## src/hw/rtl/vfr_pkg.sv

```systemverilog
// ---------------------------------------------------------------------------
// vfr_pkg: shared types and constants of the volume fade ramp
// item formats, command and fade codes, csr indexes and clamp helpers
// ---------------------------------------------------------------------------
package vfr_pkg;

   localparam int LEVEL_BITS    = 8;
   localparam int DURATION_BITS = 16;
   localparam int OP_BITS       = 3;
   localparam int DIR_BITS      = 2;
   localparam int COUNT_BITS    = 9;
   localparam int CSR_IDX_BITS  = 2;
   localparam int DIV_CNT_BITS  = $clog2(DURATION_BITS + 1);

   localparam logic [COUNT_BITS-1:0] COUNT_MAX   = {COUNT_BITS{1'b1}};
   localparam logic [COUNT_BITS-1:0] INTERVAL_LO = COUNT_BITS'(10);
   localparam logic [COUNT_BITS-1:0] INTERVAL_HI = COUNT_BITS'(500);

   // command codes
   localparam logic [OP_BITS-1:0] OP_TICK       = 3'd0;
   localparam logic [OP_BITS-1:0] OP_SET_VOLUME = 3'd1;
   localparam logic [OP_BITS-1:0] OP_FADE_IN    = 3'd2;
   localparam logic [OP_BITS-1:0] OP_FADE_OUT   = 3'd3;
   localparam logic [OP_BITS-1:0] OP_FADE_TO    = 3'd4;
   localparam logic [OP_BITS-1:0] OP_STOP_FADE  = 3'd5;

   // fade direction codes
   localparam logic [DIR_BITS-1:0] FADE_NONE = 2'd0;
   localparam logic [DIR_BITS-1:0] FADE_IN   = 2'd1;
   localparam logic [DIR_BITS-1:0] FADE_OUT  = 2'd2;

   // csr register indexes
   localparam logic [CSR_IDX_BITS-1:0] CSR_VOLUME_MIN  = 2'd0;
   localparam logic [CSR_IDX_BITS-1:0] CSR_VOLUME_MAX  = 2'd1;
   localparam logic [CSR_IDX_BITS-1:0] CSR_FADE_MIN_MS = 2'd2;

   // csr reset values
   localparam logic [LEVEL_BITS-1:0]    VOLUME_MIN_RST  = LEVEL_BITS'(0);
   localparam logic [LEVEL_BITS-1:0]    VOLUME_MAX_RST  = LEVEL_BITS'(30);
   localparam logic [DURATION_BITS-1:0] FADE_MIN_RST    = DURATION_BITS'(100);

   typedef struct packed {
      logic [OP_BITS-1:0]       op;
      logic [LEVEL_BITS-1:0]    level;
      logic [DURATION_BITS-1:0] duration_ms;
      logic                     stop_sound;
   } req_type;

   typedef struct packed {
      logic [LEVEL_BITS-1:0] volume;
      logic                  volume_changed;
      logic [DIR_BITS-1:0]   direction;
      logic                  stop_request;
      logic                  play_request;
      logic                  ignored;
   } rsp_type;

   typedef struct packed {
      logic                     start;
      logic [DURATION_BITS-1:0] dividend;
      logic [LEVEL_BITS-1:0]    divisor;
   } div_ctl_type;

   typedef struct packed {
      logic                     busy;
      logic                     done;
      logic [DURATION_BITS-1:0] quotient;
   } div_sts_type;

   // floor first, then ceiling, so crossed limits resolve to the floor test
   function automatic logic [LEVEL_BITS-1:0] level_clamp(
      input logic [LEVEL_BITS-1:0] x,
      input logic [LEVEL_BITS-1:0] lo,
      input logic [LEVEL_BITS-1:0] hi
   );
      logic [LEVEL_BITS-1:0] r;
      if (x < lo) begin
         r = lo;
      end else if (x > hi) begin
         r = hi;
      end else begin
         r = x;
      end
      return r;
   endfunction

   function automatic logic [COUNT_BITS-1:0] interval_clamp(
      input logic [DURATION_BITS-1:0] q
   );
      logic [COUNT_BITS-1:0] r;
      if (32'(q) < 32'(INTERVAL_LO)) begin
         r = INTERVAL_LO;
      end else if (32'(q) > 32'(INTERVAL_HI)) begin
         r = INTERVAL_HI;
      end else begin
         r = q[COUNT_BITS-1:0];
      end
      return r;
   endfunction

endpackage

```

## src/hw/rtl/volume_fade_ramp_top.sv

```systemverilog
// ---------------------------------------------------------------------------
// volume_fade_ramp_top: linear volume fade ramp controller
// command sequencer with one shared serial divider for the step interval
// ---------------------------------------------------------------------------
// Each request item carries one command: a one-millisecond tick, set volume,
// fade in, fade out, fade to or stop fade. Every item yields exactly one
// response item with the volume, a changed flag, the fade direction and the
// stop, play and ignored pulses. Items are handled one at a time. A fade
// start goes through decode, the serial divider (one quotient bit per cycle
// of the 16-bit duration divided by the level difference), a clamp of the
// quotient into the step interval and the load of the response register.
// Every other command goes through decode and the load. The sequencer is
// back in idle once the response is loaded and can take the next item from
// there. The response register lets the sequencer return to idle as soon
// as its result is loaded, so a new item is accepted while that response
// is still waiting; the next finished item then holds until the register
// drains, for as long as rsp_ready stays low.
// Csr writes (volume_min, volume_max, fade_min_ms) are always taken and
// should only be issued while no item is in flight.
// ---------------------------------------------------------------------------
module volume_fade_ramp_top (
   input  logic                                 clock,
   input  logic                                 reset,
   // request channel
   input  logic                                 req_valid,
   output logic                                 req_ready,
   input  vfr_pkg::req_type                     req_data,
   // response channel
   output logic                                 rsp_valid,
   input  logic                                 rsp_ready,
   output vfr_pkg::rsp_type                     rsp_data,
   // csr write channel
   input  logic                                 csr_valid,
   output logic                                 csr_ready,
   input  logic [vfr_pkg::CSR_IDX_BITS-1:0]     csr_index,
   input  logic [vfr_pkg::DURATION_BITS-1:0]    csr_data
);

   // sequencer states
   localparam logic [1:0] ST_IDLE = 2'd0;
   localparam logic [1:0] ST_EXEC = 2'd1;
   localparam logic [1:0] ST_DIV  = 2'd2;
   localparam logic [1:0] ST_DONE = 2'd3;

   localparam int LB = vfr_pkg::LEVEL_BITS;
   localparam int DB = vfr_pkg::DURATION_BITS;
   localparam int CB = vfr_pkg::COUNT_BITS;

   // csr registers
   logic [LB-1:0] vol_min_ff;
   logic [LB-1:0] vol_max_ff;
   logic [DB-1:0] fade_min_ff;

   // sequencer and item holding
   logic [1:0]       state_ff, state_in;
   vfr_pkg::req_type item_ff, item_in;

   // architectural fade state
   logic [LB-1:0]               cur_ff, cur_in;
   logic [LB-1:0]               goal_ff, goal_in;
   logic [vfr_pkg::DIR_BITS-1:0] fade_ff, fade_in;
   logic [CB-1:0]               interval_ff, interval_in;
   logic [CB-1:0]               since_ff, since_in;
   logic                        stop_after_ff, stop_after_in;

   // pending result bookkeeping
   logic [LB-1:0]               before_ff, before_in;
   logic [vfr_pkg::DIR_BITS-1:0] dir_ff, dir_in;
   logic                        stop_ff, stop_in;
   logic                        play_ff, play_in;
   logic                        ign_ff, ign_in;

   // response register
   logic             rsp_valid_ff, rsp_valid_in;
   vfr_pkg::rsp_type rsp_ff, rsp_in;

   // shared divider
   vfr_pkg::div_ctl_type div_ctl;
   vfr_pkg::div_sts_type div_sts;

   // decode temporaries
   logic [LB-1:0]               cur_a;
   logic [LB-1:0]               goal_a;
   logic [LB-1:0]               diff_a;
   logic [DB-1:0]               dur_a;
   logic                        go;
   logic [vfr_pkg::DIR_BITS-1:0] go_dir;
   logic [CB-1:0]               since_inc;
   logic [LB:0]                 up_lvl;
   logic [LB-1:0]               nv;
   logic [LB-1:0]               stepped;

   assign csr_ready = 1'b1;
   assign req_ready = (state_ff == ST_IDLE);
   assign rsp_valid = rsp_valid_ff;
   assign rsp_data  = rsp_ff;

   vfr_div u_div (
      .clock (clock),
      .reset (reset),
      .ctl   (div_ctl),
      .sts   (div_sts)
   );

   always_comb begin
      state_in      = state_ff;
      item_in       = item_ff;
      cur_in        = cur_ff;
      goal_in       = goal_ff;
      fade_in       = fade_ff;
      interval_in   = interval_ff;
      since_in      = since_ff;
      stop_after_in = stop_after_ff;
      before_in     = before_ff;
      dir_in        = dir_ff;
      stop_in       = stop_ff;
      play_in       = play_ff;
      ign_in        = ign_ff;
      rsp_valid_in  = rsp_valid_ff;
      rsp_in        = rsp_ff;

      // fade in always restarts from the floor, other requests from current
      if (item_ff.op == vfr_pkg::OP_FADE_IN) begin
         cur_a = vfr_pkg::level_clamp('0, vol_min_ff, vol_max_ff);
      end else begin
         cur_a = vfr_pkg::level_clamp(cur_ff, vol_min_ff, vol_max_ff);
      end
      goal_a = vfr_pkg::level_clamp(item_ff.level, vol_min_ff, vol_max_ff);
      diff_a = (goal_a > cur_a) ? (goal_a - cur_a) : (cur_a - goal_a);
      dur_a  = (item_ff.duration_ms < fade_min_ff) ? fade_min_ff : item_ff.duration_ms;
      go     = 1'b0;
      go_dir = vfr_pkg::FADE_NONE;

      // one ramp step
      since_inc = (since_ff == vfr_pkg::COUNT_MAX) ? since_ff : (since_ff + 1'b1);
      up_lvl    = {1'b0, cur_ff} + 1'b1;
      if (fade_ff == vfr_pkg::FADE_IN) begin
         nv = (up_lvl > {1'b0, goal_ff}) ? goal_ff : up_lvl[LB-1:0];
      end else if (fade_ff == vfr_pkg::FADE_OUT) begin
         nv = ((cur_ff == '0) || ((cur_ff - 1'b1) < goal_ff)) ? goal_ff
              : (cur_ff - 1'b1);
      end else begin
         nv = cur_ff;
      end
      stepped = vfr_pkg::level_clamp(nv, vol_min_ff, vol_max_ff);

      div_ctl.start    = 1'b0;
      div_ctl.dividend = dur_a;
      div_ctl.divisor  = diff_a;

      if (rsp_valid_ff && rsp_ready) begin
         rsp_valid_in = 1'b0;
      end

      case (state_ff)
         ST_IDLE: begin
            if (req_valid) begin
               item_in  = req_data;
               state_in = ST_EXEC;
            end
         end
         ST_EXEC: begin
            before_in = cur_ff;
            stop_in   = 1'b0;
            play_in   = 1'b0;
            ign_in    = 1'b0;
            state_in  = ST_DONE;
            case (item_ff.op)
               vfr_pkg::OP_TICK: begin
                  if (fade_ff != vfr_pkg::FADE_NONE) begin
                     if (since_inc >= interval_ff) begin
                        since_in = '0;
                        cur_in   = stepped;
                        if (stepped == goal_ff) begin
                           if ((fade_ff == vfr_pkg::FADE_OUT) && stop_after_ff) begin
                              stop_in       = 1'b1;
                              stop_after_in = 1'b0;
                           end
                           fade_in = vfr_pkg::FADE_NONE;
                        end
                     end else begin
                        since_in = since_inc;
                     end
                  end
               end
               vfr_pkg::OP_SET_VOLUME: begin
                  cur_in = goal_a;
               end
               vfr_pkg::OP_FADE_IN: begin
                  cur_in  = cur_a;
                  play_in = 1'b1;
                  if (fade_ff == vfr_pkg::FADE_NONE) begin
                     goal_in = goal_a;
                     go      = (diff_a != '0);
                     go_dir  = vfr_pkg::FADE_IN;
                  end else begin
                     ign_in = 1'b1;
                  end
               end
               vfr_pkg::OP_FADE_OUT: begin
                  stop_after_in = item_ff.stop_sound;
                  if (fade_ff == vfr_pkg::FADE_NONE) begin
                     cur_in  = cur_a;
                     goal_in = goal_a;
                     go      = (cur_a > goal_a);
                     go_dir  = vfr_pkg::FADE_OUT;
                  end else begin
                     ign_in = 1'b1;
                  end
               end
               vfr_pkg::OP_FADE_TO: begin
                  stop_after_in = 1'b0;
                  if (fade_ff == vfr_pkg::FADE_NONE) begin
                     cur_in  = cur_a;
                     goal_in = goal_a;
                     go      = (diff_a != '0);
                     go_dir  = (cur_a < goal_a) ? vfr_pkg::FADE_IN : vfr_pkg::FADE_OUT;
                  end else begin
                     ign_in = 1'b1;
                  end
               end
               vfr_pkg::OP_STOP_FADE: begin
                  if (fade_ff != vfr_pkg::FADE_NONE) begin
                     stop_in       = (fade_ff == vfr_pkg::FADE_OUT) && item_ff.stop_sound;
                     fade_in       = vfr_pkg::FADE_NONE;
                     interval_in   = '0;
                     since_in      = '0;
                     stop_after_in = 1'b0;
                  end
               end
               default: begin
                  // unused codes leave the state alone
               end
            endcase
            // fade start: interval comes from the divider
            if (go) begin
               div_ctl.start = 1'b1;
               dir_in        = go_dir;
               state_in      = ST_DIV;
            end
         end
         ST_DIV: begin
            if (div_sts.done) begin
               interval_in = vfr_pkg::interval_clamp(div_sts.quotient);
               since_in    = '0;
               fade_in     = dir_ff;
               state_in    = ST_DONE;
            end
         end
         ST_DONE: begin
            // load the response once the output slot is free
            if (!rsp_valid_ff || rsp_ready) begin
               rsp_valid_in          = 1'b1;
               rsp_in.volume         = cur_ff;
               rsp_in.volume_changed = (cur_ff != before_ff);
               rsp_in.direction      = fade_ff;
               rsp_in.stop_request   = stop_ff;
               rsp_in.play_request   = play_ff;
               rsp_in.ignored        = ign_ff;
               state_in              = ST_IDLE;
            end
         end
         default: begin
            state_in = ST_IDLE;
         end
      endcase
   end

   // control and architectural state
   always_ff @(posedge clock) begin
      if (reset) begin
         state_ff      <= ST_IDLE;
         rsp_valid_ff  <= 1'b0;
         cur_ff        <= '0;
         goal_ff       <= '0;
         fade_ff       <= vfr_pkg::FADE_NONE;
         interval_ff   <= '0;
         since_ff      <= '0;
         stop_after_ff <= 1'b0;
         vol_min_ff    <= vfr_pkg::VOLUME_MIN_RST;
         vol_max_ff    <= vfr_pkg::VOLUME_MAX_RST;
         fade_min_ff   <= vfr_pkg::FADE_MIN_RST;
      end else begin
         state_ff      <= state_in;
         rsp_valid_ff  <= rsp_valid_in;
         cur_ff        <= cur_in;
         goal_ff       <= goal_in;
         fade_ff       <= fade_in;
         interval_ff   <= interval_in;
         since_ff      <= since_in;
         stop_after_ff <= stop_after_in;
         // csr writes, unknown indexes dropped
         if (csr_valid) begin
            case (csr_index)
               vfr_pkg::CSR_VOLUME_MIN:  vol_min_ff  <= csr_data[LB-1:0];
               vfr_pkg::CSR_VOLUME_MAX:  vol_max_ff  <= csr_data[LB-1:0];
               vfr_pkg::CSR_FADE_MIN_MS: fade_min_ff <= csr_data;
               default: begin
               end
            endcase
         end
      end
   end

   // payload holding, no reset needed
   always_ff @(posedge clock) begin
      item_ff   <= item_in;
      before_ff <= before_in;
      dir_ff    <= dir_in;
      stop_ff   <= stop_in;
      play_ff   <= play_in;
      ign_ff    <= ign_in;
      rsp_ff    <= rsp_in;
   end

   // a running fade always has a clamped interval
   a_interval_range: assert property (@(posedge clock) disable iff (reset)
      (fade_ff != vfr_pkg::FADE_NONE) |->
         ((interval_ff >= vfr_pkg::INTERVAL_LO) && (interval_ff <= vfr_pkg::INTERVAL_HI)))
      else $error("fade running with interval out of range");

   // step counter stays below the interval while fading
   a_since_below: assert property (@(posedge clock) disable iff (reset)
      (fade_ff != vfr_pkg::FADE_NONE) |-> (since_ff < interval_ff))
      else $error("step counter passed the interval");

   // divider results only arrive while the sequencer waits for them
   a_div_done_state: assert property (@(posedge clock) disable iff (reset)
      div_sts.done |-> (state_ff == ST_DIV))
      else $error("divider finished outside the divide state");

   // a finished item always reaches the response register
   a_done_loads: assert property (@(posedge clock) disable iff (reset)
      ((state_ff == ST_DONE) && (!rsp_valid_ff || rsp_ready)) |=>
         (rsp_valid_ff && (state_ff == ST_IDLE)))
      else $error("finished item not loaded into response register");

endmodule

```

## src/hw/rtl/vfr_div.sv

```systemverilog
// ---------------------------------------------------------------------------
// vfr_div: serial restoring divider
// one quotient bit per cycle, duration by level difference
// ---------------------------------------------------------------------------
module vfr_div (
   input  logic                 clock,
   input  logic                 reset,
   input  vfr_pkg::div_ctl_type ctl,
   output vfr_pkg::div_sts_type sts
);

   logic [vfr_pkg::LEVEL_BITS-1:0]    rem_ff, rem_in;
   logic [vfr_pkg::DURATION_BITS-1:0] quo_ff, quo_in;
   logic [vfr_pkg::LEVEL_BITS-1:0]    dsr_ff, dsr_in;
   logic [vfr_pkg::DIV_CNT_BITS-1:0]  cnt_ff, cnt_in;
   logic                              busy_ff, busy_in;
   logic                              done_ff, done_in;
   logic [vfr_pkg::LEVEL_BITS:0]      shifted;
   logic [vfr_pkg::LEVEL_BITS:0]      diff;

   always_comb begin
      rem_in  = rem_ff;
      quo_in  = quo_ff;
      dsr_in  = dsr_ff;
      cnt_in  = cnt_ff;
      busy_in = busy_ff;
      done_in = 1'b0;
      shifted = {rem_ff, quo_ff[vfr_pkg::DURATION_BITS-1]};
      diff    = shifted - {1'b0, dsr_ff};
      if (ctl.start) begin
         rem_in  = '0;
         quo_in  = ctl.dividend;
         dsr_in  = ctl.divisor;
         cnt_in  = vfr_pkg::DIV_CNT_BITS'(vfr_pkg::DURATION_BITS);
         busy_in = 1'b1;
      end else if (busy_ff) begin
         // trial subtract of the shifted partial remainder
         if (shifted >= {1'b0, dsr_ff}) begin
            rem_in = diff[vfr_pkg::LEVEL_BITS-1:0];
            quo_in = {quo_ff[vfr_pkg::DURATION_BITS-2:0], 1'b1};
         end else begin
            rem_in = shifted[vfr_pkg::LEVEL_BITS-1:0];
            quo_in = {quo_ff[vfr_pkg::DURATION_BITS-2:0], 1'b0};
         end
         cnt_in = cnt_ff - 1'b1;
         if (cnt_ff == vfr_pkg::DIV_CNT_BITS'(1)) begin
            busy_in = 1'b0;
            done_in = 1'b1;
         end
      end
   end

   always_ff @(posedge clock) begin
      if (reset) begin
         busy_ff <= 1'b0;
         done_ff <= 1'b0;
         cnt_ff  <= '0;
      end else begin
         busy_ff <= busy_in;
         done_ff <= done_in;
         cnt_ff  <= cnt_in;
      end
   end

   always_ff @(posedge clock) begin
      rem_ff <= rem_in;
      quo_ff <= quo_in;
      dsr_ff <= dsr_in;
   end

   assign sts.busy     = busy_ff;
   assign sts.done     = done_ff;
   assign sts.quotient = quo_ff;

   a_done_after_busy: assert property (@(posedge clock) disable iff (reset)
      done_ff |-> $past(busy_ff))
      else $error("divider done without a running division");

   a_no_start_when_busy: assert property (@(posedge clock) disable iff (reset)
      ctl.start |-> !busy_ff)
      else $error("divider restarted while busy");

   a_count_live: assert property (@(posedge clock) disable iff (reset)
      busy_ff |-> (cnt_ff != '0))
      else $error("divider busy with an exhausted count");

endmodule

```

## config.mk

```make
export PLATFORM = sky130hd
export DESIGN_NAME = volume_fade_ramp_top
export DESIGN_NICKNAME = d
export VERILOG_FILES = /design/src/hw/rtl/vfr_pkg.sv /design/src/hw/rtl/volume_fade_ramp_top.sv /design/src/hw/rtl/vfr_div.sv
export SDC_FILE = /design/constraint.sdc
export NUM_CORES = 1
export LEC_CHECK = 0
export BUFFER_PORTS_ARGS = -buffer_cell sky130_fd_sc_hd__buf_2
export CAP_MARGIN = 10
export CORE_MARGIN = 3
export CORE_UTILIZATION = 40
export CTS_CLUSTER_DIAMETER = 200
export DETAILED_ROUTE_END_ITERATION = 8
export PLACE_DENSITY_LB_ADDON = 0.25
export RECOVER_POWER = 100
export SLEW_MARGIN = 20
export SYNTH_ARGS = -nofsm -noshare
export SYNTH_HDL_FRONTEND = slang
export SYNTH_SLANG_ARGS = --single-unit
```

## constraint.sdc

```tcl
create_clock -name clock -period 13.9 [get_ports clock]
set_clock_uncertainty 0.2 [all_clocks]
set_input_delay 2.78 -clock clock [delete_from_list [all_inputs] [get_ports clock]]
set_output_delay 2.78 -clock clock [all_outputs]
set_load 0.01 [all_outputs]
```

==> run metrics, run 1 <==
run status=finished with violations; failing checks=capacitance limit, slew limit; async set-reset flop share out of synthesis=0; Multi-input gate area=6489 µm²; hold buffer count at cts=0; largest net degree at the start of global routing=78; die height=173.7 µm; CP max stage delay=~1200 ps; Layout Area Growth over Synthesis=10.63%; CTS tree=built; Layout fillers=2751; Post-DP HPWL=about 22000 µm; clock sink total=about 170; setup TNS=0 ps; DRC errors left=0; LEAKAGE=5.283 nW; critical path's slowest cell=clkinvlp_2; FMAX=about 110 MHz; RD Place Congestion=approximately 0.95; final core occ=0.4555; via count=9380; Post-DP Area=11920 µm²; CP required=13840 ps; critical path class=flop to flop; storage element area=4114 µm²; Synth cell types=71; Synth Flop Type=dfxtp_1; cell count after synthesis=1274; Hold WS=between 200 and 250 ps; Buf/Inv on CP=6; GR Util met2=0.3050; maximum vdd drop=~84 µV; PostCTS Resize Cnt=0; number of flops mapped to enable cells by yosys=79; Top delay family on crit path=buffers and inverters; period utilisation layout=0.6587; Max Buffers Root-to-Sink=2; synthesized cell area=11250 µm²; die width=173.7 µm; crit path max fanout=35; Synthesized Nets=1445; CTS root buf=clkbuf_16; layout cells sized above 1=0.07698; total grt overflow=0; met3 usage=0.04139; vias in the first global route=~9000; max cap viols=2; Final Setup Violations=0; worst skew pair latency=430 ps; Post-Synth Adder-Cell Area=0.1355; Starting Density=0.4117; pre-CTS WS=~6700 ps; Pins Over Slew Limit=108; final WL=30250 µm; htree depth=4; crit path time final=9156 ps; Synth top area share=0.2109; simple-gate share of the synthesized area=0.1663; first-pass GRT wire length=~49000 µm; met1 Use GR=0.2884; cells along the critical path=clkbuf_1 -> ha_1 -> a21o_1 -> a21o_1 -> a211oi_1 -> o21ai_0 -> o221ai_1 -> clkbuf_1 -> nor2_1 -> a21oi_1 -> inv_1 -> ha_1 -> inv_1 -> or4_1 -> and2_0 -> a31o_2 -> xnor2_1 -> or3_1 -> or4_1 -> nor3_1 -> or3_1 -> clkbuf_1 -> clkinvlp_2 -> mux2i_1; Finished Cell Area=12450 µm²; setup ws final=4744 ps; drt first pass iters=6; initial antenna violation count=0; Port-buffer cells=66; Worst EP arrival=9090 ps; cts bufs inserted=17; pwr dens=196.8 nW/µm²; Avg Cell Area, Syn=8.831 µm²; area of the core=27330 µm²; Post-Layout Cell Count=1710; diode count=0; Yosys warning count=0; DR iter-0 viols=780; Setup Buffers After CTS=0; top cells by area, synth=edfxtp_1 (21%), dfxtp_1 (15%), ha_1 (13%), a21oi_1 (5.5%), mux2i_1 (4.7%); DIE AREA=30180 µm²; dominant cell type by area after synthesis=edfxtp_1; Power, Total=2.450 mW; Worst Setup Start Kind=flop; critical path endpoint category=flop; Hold Path Class=flop to flop; Ports=68; Synth Area in XOR/XNOR=0.03347; Synth Register Bits=~170; # placed instances=1677; Reg clk slew, reported paths=about 80 ps; DR WL/cell=17.69 µm; most frequent CP cell=clkbuf_1; fin nets=1496; Synth Area in Compound Gates=0.1908; Site Rows=60; total global-route track usage=0.2002; unrepaired setup endpoints after global routing=false; Worst-Margin Slew=between 3000 and 4000 ps; gr busiest metal=met2; Via-to-Cell Ratio=between 5 and 6; Final Hold Fails=0; reg-to-reg slack, setup=4740 ps; proportion of synthesized area in mux cells=0.05549; main combinational cell family by area after synthesis=compound AO/OA/AOI/OAI gates; register area share after synthesis=0.3657; Final ANT Viol Nets=0; Slew HR=-1.372
## layout make-up
| cell class | count | area share |
|---|---|---|
| Tap cell | 372 | 0.03739 |
| Clock buffer | 17 | 0.03418 |
| Inverter | 99 | 0.02996 |
| Timing Repair Buffer | 79 | 0.02986 |
| Clock inverter | 15 | 0.01679 |
| Sequential cell | 166 | 0.3305 |
| Multi-Input combinational cell | 962 | 0.5213 |
## layer usage
| layer | share of wire | vias to the layer above | wire length (µm) |
|---|---|---|---|
| met4 | 0.019 | 0 | 585 |
| li1 | - | 4670 | - |
| met5 | 0 | - | 0 |
| met2 | 0.43 | 357 | 13020 |
| met3 | 0.077 | 48 | 2325 |
| met1 | 0.47 | 4305 | 14320 |
## report_power, final
part	internal [mW]	switching (mW)	leakage (nW)
combinational	0.476	0.772	3.53
sequential	0.622	0.0697	1.44
clock	0.277	0.232	0.307
total	1.38	1.07	5.28
## worst paths after layout
check / depth (start not counted) / to / from
max: 24 / u_div.quo_ff[0] / cur_ff[2]
min: 0 / rsp_data[0] / ign_ff
max reg2reg: 24 / u_div.quo_ff[0] / cur_ff[2]
min reg2reg: 0 / rsp_data[0] / ign_ff
## registers in the layout, summed over array words and instances, names as in the netlist, 5 cells and up
name          cells
item_ff          28
fade_min_ff      16
u_div.quo_ff     16
rsp_data         14
interval_ff       9
since_ff          9
before_ff         8
cur_ff            8
goal_ff           8
u_div.dsr_ff      8
u_div.rem_ff      8
vol_max_ff        8
vol_min_ff        8
u_div.cnt_ff      5
## kinds of logic (layout without fill, tap and decap cells)
group,after synthesis,after routing
simple gates,398,398
mux,61,61
fa+ha+maj,120,120
other cells,1,1
flops,166,166
xor+xnor,43,43
compound gates,339,339
buf+inv,146,210
## placed cells by master, fill, tap and decap left out, types with 5 or more instances in the layout
cell type | synthesis | routed
a211o_1 | 7 | 7
a211oi_1 | 11 | 18
a21o_1 | 42 | 42
a21oi_1 | 123 | 121
a221oi_1 | 5 | 5
a22oi_1 | 12 | 12
a31oi_1 | 10 | 10
and2_1 | 6 | 5
buf_2 | 2 | 48
clkbuf_1 | 37 | 27
clkbuf_16 | 0 | 17
dfxtp_1 | 87 | 87
edfxtp_1 | 79 | 79
ha_1 | 117 | 117
inv_1 | 98 | 98
mux2_2 | 7 | 5
mux2i_1 | 53 | 53
nand2_1 | 117 | 117
nand2b_1 | 27 | 28
nand3_1 | 25 | 25
nand3b_1 | 8 | 8
nand4_1 | 11 | 11
nor2_1 | 133 | 133
nor2b_1 | 19 | 19
nor3_1 | 17 | 18
nor4_1 | 8 | 9
o211ai_1 | 5 | 5
o21a_1 | 6 | 6
o21ai_0 | 54 | 69
o31ai_1 | 6 | 6
xnor2_1 | 25 | 25
xor2_1 | 18 | 18
## worst register-to-register path, cell delays in order (launching register included)
cell and delay, ps:
dfxtp_1 310, clkbuf_1 740, ha_1 390, a21o_1 150
a21o_1 170, a211oi_1 230, o21ai_0 120, o221ai_1 160
clkbuf_1 410, nor2_1 100, a21oi_1 450, inv_1 90
ha_1 370, inv_1 100, or4_1 580, and2_0 330
a31o_2 310, xnor2_1 150, or3_1 310, or4_1 400
nor3_1 240, or3_1 160, clkbuf_1 930, clkinvlp_2 1160
mux2i_1 300
## cells in the mapped netlist (7+ instances only)
cell type  count
o21ai_1       17
nor3_1        17
nand3_1       25
clkbuf_1      37
a22oi_1       12
o21ai_0       54
mux2_2         7
xnor2_1       25
nand2b_1      27
ha_1         117
nor2b_1       19
a21oi_1      123
a211oi_1      11
edfxtp_1      79
dfxtp_1       87
a31oi_1       10
nand2_1      117
a211oi_2       8
mux2i_1       53
nor2_1       133
xor2_1        18
nor4_1         8
inv_1         98
nand3b_1       8
a21o_1        42
a211o_1        7
nand4_1       11
Power figures use the tool's default switching activity.
==> run 2: changes to the inputs <==
clock period = 8.8 ns   (was 13.9 ns; I/O delays follow)
==> run 2 against run 1 <==
Net effect: total power increased by 56%; largest cell class unchanged; the run still ends with capacitance limit, slew limit left; routed wire length shrank 0.48%; critical path depth unchanged; highest routed layer unchanged; first-iteration DRC count up 16%; sequential share of layout area increased by 0.083 points; largest power group unchanged.
==> run metrics, run 2 (synthesized netlist as in run 1, its figures left out) <==
max cap viols=2 (unchanged); max reg flops=28 (unchanged); Setup Buffers After CTS=0 (unchanged); critical path endpoint category=flop; drt first pass iters=6 (unchanged); critical path's slowest cell=clkbuf_1; crit path max fanout=16 (-54%); top flop regs=item_ff x28, fade_min_ff x16, u_div.quo_ff x16; fin nets=1496 (unchanged); CTS tree=built; Post-DP Area=11930 µm² (about the same); period utilisation layout=0.8568 (+0.1981); Final Hold Fails=0 (unchanged); DIE AREA=30180 µm² (unchanged); pwr dens=307.5 nW/µm² (+56%); via count=9394 (+0.15%); Worst EP arrival=7570 ps (-1520 ps); final WL=30110 µm (-0.48%); Reg clk slew, reported paths=70 ps (about the same); Final ANT Viol Nets=0 (unchanged); most frequent CP cell=nand3_1; DR WL met3=2374 µm (+2.1%); Post-DP HPWL=22220 µm (about the same); Site Rows=60 (unchanged); area of the core=27330 µm² (unchanged); cts bufs inserted=17 (unchanged); Multi-input gate area=6505 µm² (+0.25%); Ports=68 (unchanged); DRC errors left=0 (unchanged); unrepaired setup endpoints after global routing=false; clock sink total=166 (unchanged); Worst Setup Start Kind=flop; routed wire length on met2=12800 µm (-1.8%); largest register by flop count=item_ff; pre-CTS WS=1719 ps (-5018 ps); total grt overflow=0 (unchanged); cells along the critical path=clkbuf_1 -> nand3_1 -> nor3_1 -> nand3_1 -> xnor2_1 -> ha_1 -> nand2_1 -> nor3_1 -> o22a_1 -> nand2_1 -> a211oi_1 -> o22a_1 -> ha_1 -> nand3_1 -> nor2_1 -> a32o_1 -> a21oi_1 -> inv_1 -> mux2_2 -> a21oi_1 -> xnor2_1 -> nor4_2 -> nand4_1 -> a211oi_1; Via-to-Cell Ratio=5.494 (+0.15%); Slew HR=-1.323 (+0.04932); RD Place Congestion=0.9354 (-2.0%); CP max stage delay=680 ps (-480 ps); Final Setup Violations=0 (unchanged); Layout fillers=2648 (-3.7%); # placed instances=1678 (+0.060%); most common cell after layout, fill and taps aside=nor2_1; DR top layer=met4; Pins Over Slew Limit=108 (unchanged); htree depth=4 (unchanged); layout cells sized above 1=0.07773 (+0.0007474); Layout Area Growth over Synthesis=10.35%; initial antenna violation count=0 (unchanged); critical path class=flop to flop; FMAX=132.6 MHz (+21%); diode count=0 (unchanged); most frequent cells in the layout=nor2_1 (133), a21oi_1 (122), nand2_1 (117), ha_1 (117), inv_1 (98); maximum vdd drop=139.5 µV (+65%); DR iter-0 viols=908 (+16%); Finished Cell Area=12420 µm² (-0.25%); storage element area=4114 µm² (unchanged); largest net degree at the start of global routing=78 (unchanged); PostCTS Resize Cnt=0 (unchanged); first-pass GRT wire length=48260 µm (-1.3%); Worst-Margin Slew=3484 ps (-73.99 ps); setup TNS=0 ps (unchanged); Starting Density=0.4117 (unchanged); Port-buffer cells=66 (unchanged); Post-Layout Cell Count=1710 (unchanged); Met1 Routed Length=14480 µm (+1.1%); run status=finished with violations; CTS root buf=clkbuf_16; total global-route track usage=0.1982 (-0.001966); die width=173.7 µm (unchanged); failing checks=capacitance limit, slew limit; vias in the first global route=8690 (-3.8%); DR WL/cell=17.61 µm (-0.48%); setup ws final=1261 ps (-3484 ps); crit path time final=7539 ps (-1616 ps); LEAKAGE=5.259 nW (-0.44%); worst skew pair latency=440 ps (about the same); CP required=8830 ps (-5010 ps); Max Buffers Root-to-Sink=2 (unchanged); die height=173.7 µm (unchanged); hold buffer count at cts=0 (unchanged); Hold Path Class=flop to flop
==> run 2: cell types whose count changed in the layout (fill, tap and decap cells not counted), moves of 2 or more <==
cell	before	now
bufinv_16	2	0
and2_0	1	3
buf_2	48	46
clkinvlp_4	1	3
and2_1	5	3
==> run 2: routing by layer <==
metal	track usage	up-vias
li1	-	4661
met1	0.2953	4319
met2	0.2925	384
met3	0.04095	30
met4	0.05027	0
met5	0	-
==> run 2: area by class of cell <==
| class | count | share of cell area |
|---|---|---|
| clock buffer | 17 | 0.03426 |
| tap | 372 | 0.03749 |
| clock inverter | 15 | 0.01280 |
| inverter | 99 | 0.03013 |
| timing repair buffer | 79 | 0.03003 |
| sequential | 166 | 0.3314 |
| multi-input combinational | 962 | 0.5239 |
==> run 2: worst paths after layout <==
check,from,to,slack (ps),depth (start not counted)
min,play_ff,rsp_data[1],220,0
max reg2reg,cur_ff[2],stop_ff,1260,24
max,cur_ff[2],stop_ff,1260,24
min reg2reg,play_ff,rsp_data[1],220,0
==> run 2: metrics by stage <==
step	hold slack, ps	util	power [mW]
4_1_cts	218.0	0.4579	3.837
3_5_place_dp	205.4	0.4365	3.079
5_1_grt	233.2	0.4544	4.114
6_report	218.9	0.4544	3.818
3_3_place_gp	206.7	0.4365	3.081
2_1_floorplan	200.3	-	2.607
==> run 2: critical path, delay by kind of cell, from the launching register on <==
kind	cells	cell delay, ps
compound gates	7	2400
simple gates	10	1970
buf+inv	2	960
fa+ha+maj	2	680
flops	1	450
mux	1	330
xor+xnor	2	330
==> run 2: where the power goes <==
part / total [mW] / internal (mW) / switching, mW / leakage, nW
Clock: 0.742 / 0.380 / 0.362 / 0.278
Combinational: 1.98 / 0.758 / 1.22 / 3.54
Sequential: 1.10 / 0.983 / 0.114 / 1.44
==> run 3: changes to the inputs <==
CORE_ASPECT_RATIO = 1.25   (was unset)
==> run 3 against run 2 <==
Net effect: the run still ends with capacitance limit, slew limit left; worst setup slack worse by 2.6 ps; highest routed layer unchanged; non-clock buffer count did not move; fmax hardly changed; routed wire length increased by 2.9%.
==> run metrics, run 3 (synthesized netlist as in run 1, its figures left out) <==
Max Buffers Root-to-Sink=2 (unchanged); hold buffer count at cts=0 (unchanged); critical path endpoint category=flop; Layout Area Growth over Synthesis=9.909%; final WL=31000 µm (+2.9%); total grt overflow=0 (unchanged); area of the core=27650 µm² (+1.2%); critical path's slowest cell=a32oi_1; Gate power share=0.520 (+0.002); CTS tree=built; Hold Path Class=flop to flop; DR iter-0 viols=636 (-30%); Int Pwr=2.149 mW (+1.3%); Reg clk slew, reported paths=70 ps (about the same); Buf/Inv on CP=3 (+1); DR WL/cell=18.36 µm (+4.3%); setup TNS=0 ps (unchanged); total global-route track usage=0.2061 (+0.007849); Final Setup Violations=0 (unchanged); largest register by flop count=item_ff; Via-to-Cell Ratio=5.568 (+1.4%); Setup Buffers After CTS=0 (unchanged); largest net degree at the start of global routing=78 (unchanged); Port-buffer cells=66 (unchanged); clock sink total=166 (unchanged); run status=finished with violations; period utilisation layout=0.8571 (about the same); RD Place Congestion=0.9393 (+0.42%); first-pass GRT wire length=49370 µm (+2.3%); Ports=68 (unchanged); CP max stage delay=740 ps (+60 ps); Post-Layout Cell Count=1688 (-1.3%); cts bufs inserted=17 (unchanged); most common cell after layout, fill and taps aside=nor2_1; critical path class=flop to flop; Worst Setup Start Kind=flop; Clock Power Share=0.192 (-0.002); layout cells sized above 1=0.07773 (unchanged); Power, Total=3.810 mW (-0.21%); register share of total power=0.288 (about the same); most frequent cells in the layout=nor2_1 (133), a21oi_1 (123), nand2_1 (117), ha_1 (117), inv_1 (98); initial antenna violation count=0 (unchanged); Top delay family on crit path=compound AO/OA/AOI/OAI gates; top flop regs=item_ff x28, fade_min_ff x16, u_div.quo_ff x16; worst skew pair latency=440 ps (about the same); diode count=0 (unchanged); DIE AREA=30190 µm² (about the same); Final ANT Viol Nets=0 (unchanged); PostCTS Resize Cnt=0 (unchanged); LEAKAGE=5.267 nW (+0.13%); htree depth=4 (unchanged); CTS root buf=clkbuf_16; Starting Density=0.4069 (-0.004844); maximum vdd drop=186.6 µV (+34%); unrepaired setup endpoints after global routing=false; CP required=8830 ps (about the same); pwr dens=308.1 nW/µm² (+0.19%); failing checks=capacitance limit, slew limit; drt first pass iters=5 (-1); cells along the critical path=clkbuf_1 -> inv_1 -> ha_1 -> nand2_1 -> xnor2_1 -> ha_1 -> o2111ai_1 -> a32oi_1 -> nand2_1 -> mux2i_1 -> o21ai_0 -> and2_1 -> ha_1 -> nand3_1 -> nor2_1 -> a32o_1 -> a21oi_1 -> inv_1 -> mux2_2 -> a21oi_1 -> xnor2_1 -> nor4_2 -> nand4_1 -> a211oi_1; Site Rows=68 (+13%); fin nets=1496 (unchanged); Net Switching=1.661 mW (-2.1%); max reg flops=28 (unchanged); vias in the first global route=9172 (+5.5%); die width=156.0 µm (-10%); Worst-Margin Slew=3635 ps (+151.3 ps); Final Hold Fails=0 (unchanged); Post-DP HPWL=23480 µm (+5.7%); Slew HR=-1.424 (-0.1009); Pins Over Slew Limit=108 (unchanged); FMAX=132.6 MHz (about the same); Worst EP arrival=7580 ps (about the same); Switching Fraction=0.4361 (-0.008434); crit path time final=7542 ps (+2.550 ps); most frequent CP cell=ha_1; crit path max fanout=15 (-1); max cap viols=2 (unchanged); via count=9399 (+0.053%); die height=193.5 µm (+11%); DRC errors left=0 (unchanged); # placed instances=1656 (-1.3%)
run 3: through the flow:
step | hold slack (ps) | util | area, µm² | setup WS, ps
after floorplan | 200.3 | - | 11250 | 2554
after global placement | 207.3 | 0.4304 | 11900 | 1902
after detailed placement | 222.8 | 0.4304 | 11900 | 1810
after CTS | 240.0 | 0.4508 | 12460 | 1801
after global routing | 240.7 | 0.4472 | 12370 | 656.8
final | 235.5 | 0.4472 | 12370 | 1258
run 3: per-layer routing:
| layer | track usage | routed length, µm | up-vias |
|---|---|---|---|
| met1 | 0.2663 | 13560 | 4454 |
| li1 | - | - | 4647 |
| met5 | 0 | 0 | - |
| met2 | 0.3470 | 15150 | 249 |
| met4 | 0.06806 | 816 | 0 |
| met3 | 0.03647 | 1466 | 49 |
run 3: final cells by class:
type | count | area (µm²)
clock inverters | 11 | 113.9
flip-flops and latches | 166 | 4114
fillers | 2736 | 15290
well taps | 350 | 437.9
clock buffers | 21 | 450.4
multi-input cells | 962 | 6487
inverters | 99 | 374.1
repair buffers | 79 | 387.9
run 3: worst paths after layout:
kind	cells past startpoint	slack, ps	end	startpoint
worst max-delay path	24	1260	stop_ff	cur_ff[0]
worst min-delay path	0	240	rsp_data[0]	ign_ff
worst max register to register	24	1260	stop_ff	cur_ff[0]
worst min register to register	0	240	rsp_data[0]	ign_ff
run 3: power groups by stage:
stage / combinational, mW / sequential, mW / clock [mW]
after floorplan: 1.55 / 1.06 / 0
after global placement: 1.99 / 1.11 / 0
after detailed placement: 2.00 / 1.11 / 0
after CTS: 2.02 / 1.09 / 0.751
after global routing: 2.21 / 1.11 / 0.776
final: 1.98 / 1.10 / 0.732
